`config.mk`:
```
export PLATFORM = sky130hd
export DESIGN_NAME = gcd_sqrt_cell
export DESIGN_NICKNAME = d
export VERILOG_FILES = /design/src/gcd_pkg.sv /design/src/gcd_sqrt_cell.sv
export SDC_FILE = /design/constraint.sdc
export NUM_CORES = 1
export LEC_CHECK = 0
export ABC_AREA = 1
export BUFFER_PORTS_ARGS = -buffer_cell sky130_fd_sc_hd__buf_4
export CAP_MARGIN = 20
export CORE_AREA = 2 2 202 204
export DETAILED_ROUTE_END_ITERATION = 8
export DIE_AREA = 0 0 204 206
export PLACE_DENSITY = 0.6
export SLEW_MARGIN = 20
export SYNTH_ARGS = -nofsm -noshare
export SYNTH_HDL_FRONTEND = slang
export SYNTH_SLANG_ARGS = --single-unit
```
`constraint.sdc`:
```
create_clock -name i_clk -period 4.86 [get_ports i_clk]
set_clock_uncertainty 0.15 [all_clocks]
set_input_delay 0 -clock i_clk [delete_from_list [all_inputs] [get_ports i_clk]]
set_output_delay 0 -clock i_clk [all_outputs]
set_load 0.05 [all_outputs]
```
`src/gcd_pkg.sv`:
```
package gcd_pkg;

    // fixed-point scale of the angle inputs
    localparam int ANGLE_FRAC_BITS = 23;

    // Q62 constants
    localparam logic [63:0] ONE_Q62     = 64'h4000_0000_0000_0000;
    localparam logic [63:0] HALF_Q62    = 64'h2000_0000_0000_0000;
    localparam logic [63:0] PI_Q62      = 64'hC90F_DAA2_2168_C235;
    localparam logic [63:0] HALF_PI_Q62 = 64'h6487_ED51_10B4_611A;

    // angle range constants in input units
    localparam logic [33:0] ANG_FULL   = 34'(64'd360 << ANGLE_FRAC_BITS);
    localparam logic [33:0] ANG_HALF   = 34'(64'd180 << ANGLE_FRAC_BITS);
    localparam logic [33:0] ANG_QUART  = 34'(64'd90 << ANGLE_FRAC_BITS);
    localparam logic [33:0] ANG_3QUART = 34'(64'd270 << ANGLE_FRAC_BITS);
    localparam logic [29:0] ANG_OCT    = 30'(64'd45 << ANGLE_FRAC_BITS);
    localparam logic [29:0] ANG_QUART30 = 30'(64'd90 << ANGLE_FRAC_BITS);

    // degrees-to-radians factor, Q62 per input lsb
    localparam logic [63:0] HALF_DEG64 = 64'd180 << ANGLE_FRAC_BITS;
    localparam logic [63:0] K_RAD = (PI_Q62 + HALF_DEG64 / 64'd2) / HALF_DEG64;

    // output saturation
    localparam logic [32:0] DIST_MAX = '1;
    localparam logic [23:0] RADIUS_RESET = 24'd6366707;

    // series lengths and pipeline latencies
    localparam int TRIG_TERMS = 10;
    localparam int ASIN_TERMS = 32;
    localparam int SQRT_STEPS = 64;
    localparam int MUL_LAT    = 2;
    localparam int HORNER_LAT = 6;
    localparam int PIPE_LAT   = 4 + 3 * MUL_LAT + TRIG_TERMS * HORNER_LAT + 1
                              + 2 * MUL_LAT + 1 + 1 + SQRT_STEPS + 1
                              + MUL_LAT + ASIN_TERMS * HORNER_LAT + MUL_LAT + 1
                              + MUL_LAT + 1;

    // per-cell series coefficient
    typedef struct packed {
        logic [63:0] recip;
        logic [12:0] den;
        logic [11:0] num;
        logic        add;
    } t_coef;

    // square root recurrence state
    typedef struct packed {
        logic [65:0]  rem;
        logic [63:0]  root;
        logic [127:0] rad;
    } t_sqrt;

    // quadrant and fold flags of one angle lane
    typedef struct packed {
        logic [1:0] quad;
        logic       fold;
    } t_quad;

    // flags travelling beside the root chain
    typedef struct packed {
        logic        neg;
        logic        small_arg;
        logic [63:0] mag;
    } t_acos_side;

    function automatic logic [63:0] neg64(input logic [63:0] v);
        return ~v + 64'd1;
    endfunction

    function automatic logic [63:0] mag64(input logic [63:0] v);
        return v[63] ? (~v + 64'd1) : v;
    endfunction

    // one step of the modulo-360 reduction
    function automatic logic signed [33:0] ang_wrap(input logic signed [33:0] a);
        logic signed [33:0] full_s;
        full_s = signed'(ANG_FULL);
        if (a < 0) begin
            return a + full_s;
        end else if (a >= full_s) begin
            return a - full_s;
        end
        return a;
    endfunction

endpackage

```
`src/gcd_sqrt_cell.sv`:
```
module gcd_sqrt_cell (
    input  logic           i_clk,
    input  logic           i_en,
    input  gcd_pkg::t_sqrt i_s,
    output gcd_pkg::t_sqrt o_s
);
    import gcd_pkg::*;

    logic [67:0] w_sh;
    logic [67:0] w_trial;
    t_sqrt       n_s;
    t_sqrt       r_s;

    // one root bit per cell
    always_comb begin
        w_sh    = {i_s.rem, i_s.rad[127:126]};
        w_trial = {2'd0, i_s.root, 2'b01};
        n_s.rad = {i_s.rad[125:0], 2'b00};
        if (w_sh >= w_trial) begin
            n_s.rem  = 66'(w_sh - w_trial);
            n_s.root = {i_s.root[62:0], 1'b1};
        end else begin
            n_s.rem  = w_sh[65:0];
            n_s.root = {i_s.root[62:0], 1'b0};
        end
    end

    always_ff @(posedge i_clk) begin
        if (i_en) begin
            r_s <= n_s;
        end
    end

    assign o_s = r_s;
endmodule

```
# Word-level counts from Yosys, hierarchy flattened

Cells that the tools add are included.

Bits in registers: 256
Bits of input ports: 260
Word-level logic and storage cells: 6

Add/sub/neg operators: 1
Order comparisons: 1
Multiplexer cells: 1

Operator list:

| operator                                                       | count |
|---|---|
| 130-bit two-way mux                                            | 1 |
| 68-bit by 66-bit greater-or-equal comparator with 1-bit output | 1 |
| 66-bit subtractor                                              | 1 |

# Depth between registers and ports, before layout

Gate-level depths: netlist of the first run.

Depth after elaboration: 2
Depth in mapped cells: 19
Mapped depth without buffers: 17

# Worst setup path before layout of the first run

OpenSTA, ideal clock, no wires.

Path type: input -> register
From: in i_s[142] in the netlist's numbering
To: reg r_s, in the netlist o_s[205] (data pin)
Setup time: 0.252 ns
Arrival time: 1.650 ns
Data required time: 4.458 ns
Path slack: 2.808 ns
Cell stages on the path: 16
Buffers on the path: 2
Cells stage by stage: inv_1 -> ha_1 -> nand2_1 -> inv_2 -> nand2_2 -> inv_2 -> a21oi_1 -> nand3_1 -> nand2_1 -> nand3_1 -> nand2_1 -> nand2_2 -> buf_4 -> buf_4 -> nand2_1 -> nand2_1

RTL lines:

| what                 | line                | text |
|---|---|---|
| from (decl)          | gcd_sqrt_cell.sv:4  | `input gcd_pkg::t_sqrt i_s,` |
| to (signal assigned) | gcd_sqrt_cell.sv:30 | `r_s <= n_s;` |
| to (decl)            | gcd_sqrt_cell.sv:12 | `t_sqrt r_s;` |

==> results of run 1 <==
stage by stage:
step	worst slack, ps	hold WS [ps]
CTS	1023	0.8420
detailed placement	1378	29.27
finish	928.9	16.27
global placement	1273	28.58
floorplan	2808	-51.13
global route	691.0	7.142
metal layers:
layer  GRT usage  up-vias
li1            -     7502
met1      0.3887     7323
met2      0.5514      715
met3     0.05676      139
met4      0.1537        0
met5           0        -
layout make-up:
cell class / count / share of cell area
sequential: 256 / 0.3171
inverter: 338 / 0.05234
clock inverter: 16 / 0.005471
antenna: 2 / 0.0002065
multi-input combinational: 1149 / 0.2274
clock buffer: 38 / 0.03221
timing repair buffer: 946 / 0.3378
tap: 532 / 0.02746
Yosys cell counts:
library cell / count / area share
o21ai_1: 4 / 0.0014
o211ai_1: 1 / 0.00051
nand4_1: 18 / 0.0077
a21boi_0: 1 / 0.00051
conb_1: 1 / 0.00026
xor2_1: 30 / 0.018
edfxtp_1: 256 / 0.53
buf_4: 5 / 0.0026
nand3_1: 83 / 0.028
a21oi_1: 82 / 0.028
inv_2: 26 / 0.0067
nor4_1: 3 / 0.0013
a21oi_2: 1 / 0.00060
buf_2: 5 / 0.0017
inv_1: 311 / 0.080
clkinv_1: 1 / 0.00026
o21ai_0: 22 / 0.0075
nand2_1: 674 / 0.17
nor2_2: 7 / 0.0030
nor3_1: 18 / 0.0062
nand3b_1: 13 / 0.0067
buf_6: 5 / 0.0039
ha_1: 66 / 0.057
buf_8: 1 / 0.0010
and3_1: 1 / 0.00043
xnor2_1: 3 / 0.0018
nor2_1: 101 / 0.026
nand2_2: 8 / 0.0034
o21bai_1: 11 / 0.0057
logic make-up after synthesis:
family          Yosys count
simple gates            926
buf+inv                 354
flops                   256
compound gates          122
fa+ha+maj                66
xor+xnor                 33
other cells               1
worst min path at each step:
stage / end / slack, ps
after floorplan: o_s[100] / -50
after global placement: o_s[2] / 30
after detailed placement: o_s[126] / 30
after CTS: o_s[113] / 0.8
after global routing: o_s[118] / 7
final: o_s[22] / 20
repair_timing:
| action | CTS | global route |
|---|---|---|
| resized for setup | 0 | 0 |
| hold endpoints to repair | 372 | 1 |
| hold buffers | 425 | 1 |
report_power, final:
part	internal [mW]	switching (mW)	total (mW)
Sequential	2.70	0.0787	2.78
Clock	1.19	0.965	2.16
Combinational	0.903	1.72	2.62
worst max-delay path, delay by kind of cell:
kind | cells | cell delay (ps)
adder cells (fa/ha/maj) | 1 | 330
buffers and inverters | 7 | 2360
AND/OR/NAND/NOR | 10 | 1260
AO/OA/AOI/OAI | 1 | 260
==> flow_metrics.py, run 1 <==
metrics = {
    "run_status": {
        "status": "finished clean",
    },
    "floorplan": {
        "initial_core_util": 0.3633,
        "die_x_um": 204,
        "io_pins": 518,
        "die_h_um": 206,
        "dieArea_sq_um": 42020,
        "rows": 74,
        "core-area_sq_um": 40180,
    },
    "cells_and_area": {
        "most-common-layout-cells": "674 x nand2_1, 518 x buf_4, 426 x dlygate4sd3_1",
        "fillers": 3385,
        "fin_cells": 3277,
        "design_area_sq_um": 24240,
        "final_util": 0.6033,
        "largest_register_ffs": 256,
        "mostFrequentLayoutCell": "nand2_1",
        "drive_gt1_frac": 0.2198,
        "nNetsFinal": 3047,
        "area_growth_pct": 66.04,
        "multiInputGateArea_sq_um": 5513,
        "layout.area.seq_sq_um": 7687,
    },
    "drt": {
        "drtIter0Drc": 1118,
        "met2WireLength_mm": 33.19,
        "wirelength_mm": 69.34,
        "dr.pass1.iters": 6,
        "antenna_left": 0,
        "top_layer": "met4",
        "vias": 15679,
        "viasPerCell": 4.785,
        "wl_met1_mm": 27.39,
        "drc": 0,
        "route.detailed.wl_per_inst_um": 21.16,
        "dr_wl_met3_mm": 5.013,
    },
    "cts": {
        "clock_sinks": 256,
        "postCtsSetupRepairBufs": 0,
        "clk_pin_slew_ps": 60,
        "cts_root_buffer": "clkbuf_16",
        "clockBufferDepth": 3,
        "htree_num_levels": 1,
        "cts_tree": "yes",
        "cts_made_buffers": 30,
    },
    "place": {
        "placedCellCount": 2795,
        "hpwl_mm": 50.17,
        "gp_congestion": 0.9836,
        "io_buffers": 515,
        "post_dp_cell_area_sq_um": 19060,
    },
    "sta": {
        "worstMarginPinSlew_ps": 965.8,
        "rsz0062_at_grt": "false",
        "tns_ps": 0,
        "maxSlewHeadroom": 0.3494,
        "finalHoldViolations": 0,
        "fin_crit_ps": 3931,
        "min_period_over_period": 0.8089,
        "slew_viol_final": 0,
        "timing.fmax_mhz": 254.4,
        "setup_viol": 0,
    },
    "flow_run": {
        "drv_cap": 0,
    },
    "synthesis": {
        "yosys_register_bits": 256,
        "synth_top_family_by_area": "simple AND/OR/NAND/NOR gates",
        "synth.distinct_cells": 29,
        "synth_cells": 1758,
        "synth.avg_cell_area_sq_um": 8.304,
        "yosysSeqAreaShare": 0.5266,
        "synthAdderAreaFrac": 0.05656,
        "synthMuxAreaShare": 0,
        "synth_area_sq_um": 14600,
        "synth-xor-area-share": 0.01980,
        "synth_compound_area_frac": 0.04431,
        "yosys.area_share.simple": 0.2564,
        "ys_warn_count": 0,
    },
    "critical_path": {
        "path_cells": "dlygate4sd3_1, buf_4, inv_1, ha_1, nand2_1, nand2_1, inv_2, nand2_1, a21oi_1, nand3_1, nand2_1, nand3_1, nand2_1, nand2_2, inv_2, buf_4, nand2_1, nand2_1, dlygate4sd3_1",
        "crit_top_cell": "nand2_1",
        "critPathMaxFanout": 38,
        "crit_type": "input port to flop",
        "critPathCapture": "o_s[195]",
        "slowest_stage": "inv_2",
        "worstPathRequired_ps": 5170,
        "cp-start-kind": "input port",
        "max_stage_delay_ps": 590,
        "cp.arrival_ps": 4240,
        "end_kind": "flop",
        "critPathLaunch": "i_s[141]",
    },
    "power": {
        "p_per_area_nw_per_um2": 311.5,
        "totalPowerFinal_mw": 7.551,
        "p_leak_nw": 11.96,
        "worst_ir_drop_vdd_mv": 0.2704,
    },
    "grt": {
        "grt_usage": 0.3201,
        "grt_max_degree": 120,
        "grt_pass1_vias": 15853,
        "grt_pass1_wl_mm": 99.13,
        "antenna_found_initial": 2,
        "overflow": 0,
    },
    "hold_path": {
        "min-delay-start": "i_s[20]",
        "hold_path.class": "input port to flop",
        "worstHoldPathCells": 2,
    },
}
Power figures use the tool's default switching activity.
==> inputs of run 2 (changes only) <==
CORE_AREA = 2 2 204 206   (was 2 2 202 204)
DIE_AREA = 0 0 206 208   (was 0 0 204 206)
PLACE_DENSITY = 0.61   (was 0.6)
clock period = 3.57 ns   (was 4.86 ns; I/O delays follow)
==> run 2 against run 1 <==
Sequential share of layout area up 0.52 points. Flip-flop and latch count unchanged. Die area up 2.0%. Routed wire length shrank 0.38%. Critical path type unchanged. Critical endpoint is now o_s[257]. Largest cell class unchanged.
==> flow_metrics.py, run 2 (synthesis gave the netlist of run 1 again) <==
metrics = {
    "grt": {
        "grt_pass1_wl_mm": 100.2,
        "overflow": 0,
        "antenna_found_initial": 5,
        "grt_max_degree": 102,
        "grt_usage": 0.3140,
        "grt_pass1_vias": 15979,
    },
    "cts": {
        "postCtsSetupRepairBufs": 0,
        "clock_sinks": 256,
        "cts_tree": "yes",
        "cts_made_buffers": 30,
        "cts_root_buffer": "clkbuf_16",
        "clk_pin_slew_ps": 70,
        "clockBufferDepth": 3,
        "htree_num_levels": 1,
    },
    "flow_run": {
        "drv_cap": 0,
    },
    "power": {
        "p_leak_nw": 11.81,
        "combinationalPowerShare": 0.337,
        "p_clk_frac": 0.302,
        "sw_frac_of_total": 0.3565,
        "p_per_area_nw_per_um2": 438.4,
        "p_int_mw": 6.729,
        "p_sw_mw": 3.728,
        "worst_ir_drop_vdd_mv": 0.3672,
        "p_seq_frac": 0.362,
    },
    "critical_path": {
        "worstPathRequired_ps": 3870,
        "crit_type": "input port to flop",
        "max_stage_delay_ps": 590,
        "end_kind": "flop",
        "critPathMaxFanout": 30,
        "cp-start-kind": "input port",
        "cp.arrival_ps": 3620,
        "path_buf_inv": 5,
        "critPathLaunch": "i_s[156]",
        "crit_family": "buffers and inverters",
        "path_cells": "dlygate4sd3_1, buf_4, inv_1, ha_1, nand2_1, nor2_1, nand2_1, nor2_1, nand3_1, a21oi_1, nor2_1, nand2_2, buf_4, nand3_1, nand2_1, dlygate4sd3_1",
        "slowest_stage": "dlygate4sd3_1",
    },
    "cells_and_area": {
        "most-common-layout-cells": "674 x nand2_1, 521 x buf_4, 375 x dlygate4sd3_1",
        "nNetsFinal": 3000,
        "drive_gt1_frac": 0.2263,
        "largest_register_ffs": 256,
        "fillers": 3501,
        "mostFrequentLayoutCell": "nand2_1",
        "area_growth_pct": 63.38,
    },
    "drt": {
        "antenna_left": 0,
        "wirelength_mm": 69.08,
        "vias": 15432,
        "drc": 0,
        "viasPerCell": 4.775,
        "drtIter0Drc": 870,
        "route.detailed.wl_per_inst_um": 21.37,
        "dr.pass1.iters": 5,
    },
    "sta": {
        "fin_crit_ps": 3322,
        "fin_hold_ws_ps": 10.58,
        "rsz0062_at_grt": "false",
        "worstMarginPinSlew_ps": 848.7,
        "slew_viol_final": 0,
        "finalHoldViolations": 0,
        "maxSlewHeadroom": 0.4342,
        "setup_viol": 0,
        "timing.fmax_mhz": 301.0,
        "min_period_over_period": 0.9306,
        "tns_ps": 0,
    },
    "floorplan": {
        "rows": 74,
        "dieArea_sq_um": 42850,
        "io_pins": 518,
        "core-area_sq_um": 40550,
        "die_h_um": 208,
        "die_x_um": 206,
        "initial_core_util": 0.3600,
    },
    "run_status": {
        "status": "finished clean",
    },
    "hold_path": {
        "hold_path.class": "input port to flop",
        "min-delay-start": "i_s[103]",
    },
    "place": {
        "gp_congestion": 0.9189,
        "io_buffers": 515,
        "hpwl_mm": 50.27,
    },
}
run 2: cell count changes in the layout (fill, tap and decap cells not counted), sizes merged:
| cell | delta |
|---|---|
| buf | +4 |
| bufinv | +3 |
| clkbuf | -3 |
| clkinv | -1 |
| clkinvlp | -1 |
| diode | +3 |
| dlygate4sd3 | -51 |
| inv | +1 |
run 2: path summary, 6_finish.rpt:
| path | to | depth (start not counted) |
|---|---|---|
| hold / removal | o_s[105] | 2 |
| setup / recovery | o_s[257] | 16 |
run 2: area by class of cell:
cell class              instances  area [sq um]  area share
diodes                          5         12.51   0.0005246
clock buffers                  35         790.8     0.03315
multi-input cells            1149          5513      0.2311
flip-flops and latches        256          7687      0.3223
inverters                     338          1269     0.05319
well taps                     532         665.6     0.02791
repair buffers                899          7720      0.3237
clock inverters                18         193.9    0.008131
run 2: per-layer routing:
metal | vias to the layer above | wire, um | track usage
met4 | 2 | 3023 | 0.1236
met3 | 116 | 4211 | 0.05279
met1 | 7309 | 28410 | 0.3853
met2 | 579 | 33430 | 0.5456
li1 | 7426 | - | -
met5 | - | 13 | 0
run 2: power by group through the flow:
stage / combinational [mW] / clock [mW] / sequential [mW]
2_1_floorplan: 0.875 / 0 / 4.86
3_3_place_gp: 3.12 / 0 / 3.82
3_5_place_dp: 3.13 / 0 / 3.82
4_1_cts: 3.48 / 3.19 / 3.77
5_1_grt: 3.72 / 3.32 / 3.81
6_report: 3.52 / 3.16 / 3.78
run 2: timing repair:
action / CTS / global route
hold endpoints to repair: 352 / 1
resized for setup: 0 / 0
hold buffers: 374 / 1
run 2: stage by stage:
step                instance area (sq um)  cells  setup WS, ps  total power [mW]  utilization
global placement                    19100   2799         641.9             6.943       0.4710
global route                        23850   3231         57.58             10.84       0.5881
finish                              23850   3232         247.8             10.46       0.5881
detailed placement                  19100   2799         711.5             6.949       0.4710
floorplan                           14600   1759          1518             5.733            -
CTS                                 23830   3226         321.5             10.44       0.5876
==> inputs of run 3 (changes only) <==
MAX_ROUTING_LAYER = met4   (was not set)
==> run 3 against run 2 <==
Global-route usage grew 1.3 points. Critical path depth up 1. Design area is 0.80% higher. Largest power group unchanged. Non-clock buffer count is 28 higher. Sequential power about the same. Critical endpoint is now o_s[197]. Die area did not move. Hold slack better by 8.7 ps. Flip-flop and latch count unchanged. Cell count increased by 0.77%. Highest routed layer is now met4.
==> flow_metrics.py, run 3 (synthesis gave the netlist of run 1 again) <==
metrics = {
    "run_status": {
        "status": "finished clean",
    },
    "cts": {
        "cts_made_buffers": 29,
        "postCtsSetupRepairBufs": 0,
        "clockBufferDepth": 3,
        "htree_num_levels": 1,
        "clock_sinks": 256,
        "clk_pin_slew_ps": 60,
        "cts_tree": "yes",
        "cts_root_buffer": "clkbuf_16",
    },
    "drt": {
        "vias": 15542,
        "dr_wl_met3_mm": 4.076,
        "route.detailed.wl_per_inst_um": 21.57,
        "wl_met1_mm": 29.31,
        "drtIter0Drc": 1076,
        "drc": 0,
        "top_layer": "met4",
        "dr.pass1.iters": 6,
        "antenna_left": 0,
        "wirelength_mm": 70.24,
        "met2WireLength_mm": 33.92,
        "viasPerCell": 4.772,
    },
    "floorplan": {
        "initial_core_util": 0.3600,
        "die_x_um": 206,
        "dieArea_sq_um": 42850,
        "die_h_um": 208,
        "core-area_sq_um": 40550,
        "io_pins": 518,
        "rows": 74,
    },
    "sta": {
        "tns_ps": 0,
        "fin_crit_ps": 3225,
        "rsz0062_at_grt": "false",
        "min_period_over_period": 0.9033,
        "maxSlewHeadroom": 0.4499,
        "worstMarginPinSlew_ps": 818.8,
        "slew_viol_final": 0,
        "finalHoldViolations": 0,
        "setup_viol": 0,
        "timing.fmax_mhz": 310.1,
    },
    "grt": {
        "grt_pass1_vias": 15984,
        "grt_pass1_wl_mm": 100.9,
        "overflow": 0,
        "grt_usage": 0.3273,
        "grt_max_degree": 82,
        "antenna_found_initial": 4,
    },
    "hold_path": {
        "worstHoldPathCells": 2,
        "hold_end": "o_s[56]",
        "hold_path.class": "input port to flop",
        "min-delay-start": "i_s[54]",
    },
    "cells_and_area": {
        "nNetsFinal": 3027,
        "area_growth_pct": 64.69,
        "mostFrequentLayoutCell": "nand2_1",
        "fin_cells": 3257,
        "most-common-layout-cells": "674 x nand2_1, 519 x buf_4, 403 x dlygate4sd3_1",
        "drive_gt1_frac": 0.2227,
        "largest_register_ffs": 256,
    },
    "critical_path": {
        "end_kind": "flop",
        "worstPathRequired_ps": 3760,
        "critPathMaxFanout": 65,
        "cp-start-kind": "input port",
        "cp.arrival_ps": 3420,
        "crit_type": "input port to flop",
    },
    "place": {
        "hpwl_mm": 51.20,
        "gp_congestion": 0.9261,
        "placedCellCount": 2799,
        "io_buffers": 515,
    },
    "power": {
        "p_leak_nw": 11.88,
        "p_per_area_nw_per_um2": 425.4,
        "totalPowerFinal_mw": 10.23,
        "worst_ir_drop_vdd_mv": 0.4035,
    },
    "flow_run": {
        "drv_cap": 0,
    },
}
[run 3: repair_timing]
item	in CTS	in global routing
setup endpoints to repair	0	1
endpoints found under the hold margin	332	3
gates resized for setup	0	1
hold buffers	400	3
[run 3: how the worst max path moves through the flow]
stage / start / end / cells after the start / slack (ps)
after floorplan: i_s[142] / o_s[205] / 16 / 1520
after global placement: i_s[156] / o_s[257] / 14 / 630
after detailed placement: i_s[160] / o_s[229] / 16 / 660
after CTS: i_s[220] / o_s[257] / 15 / 140
after global routing: i_s[160] / o_s[257] / 18 / 120
final: i_s[153] / o_s[197] / 17 / 350
[run 3: worst max-delay path, cell delays in order]
cell	delay, ps
dlygate4sd3_1	570
buf_4	130
inv_1	40
ha_1	350
nand2_1	120
nor2_1	340
nand2_1	200
nor2_1	220
nand3_1	140
a21oi_1	150
nor2_1	70
nand2_2	100
inv_2	50
buf_12	190
nand2_1	110
nand2_1	50
dlygate4sd3_1	550
[run 3: report_power, final]
part           switching [mW]  internal, mW
registers               0.106          3.67
logic                    2.35          1.22
clock network            1.31          1.57
[run 3: routing by layer]
metal  vias up  track usage
li1       7479            -
met5         -            -
met4         0       0.1185
met2       566       0.5476
met1      7371       0.4049
met3       126      0.04104
[run 3: stage by stage]
stage,hold slack [ps],setup slack [ps],area (sq um),utilization
after floorplan,-51.13,1518,14600,-
after global placement,28.49,634.9,19130,0.4716
after detailed placement,29.32,662.3,19130,0.4716
after CTS,0.4204,139.6,24000,0.5917
after global routing,7.079,124.5,24040,0.5929
final,19.27,345.2,24040,0.5929
[run 3: cell type report]
cell class / count / area [sq um]
clock buffers: 37 / 755.7
inverters: 338 / 1269
clock inverters: 14 / 111.4
repair buffers: 927 / 8025
flip-flops and latches: 256 / 7687
diodes: 4 / 10.01
well taps: 532 / 665.6
multi-input cells: 1149 / 5519
fillers: 3466 / 16510
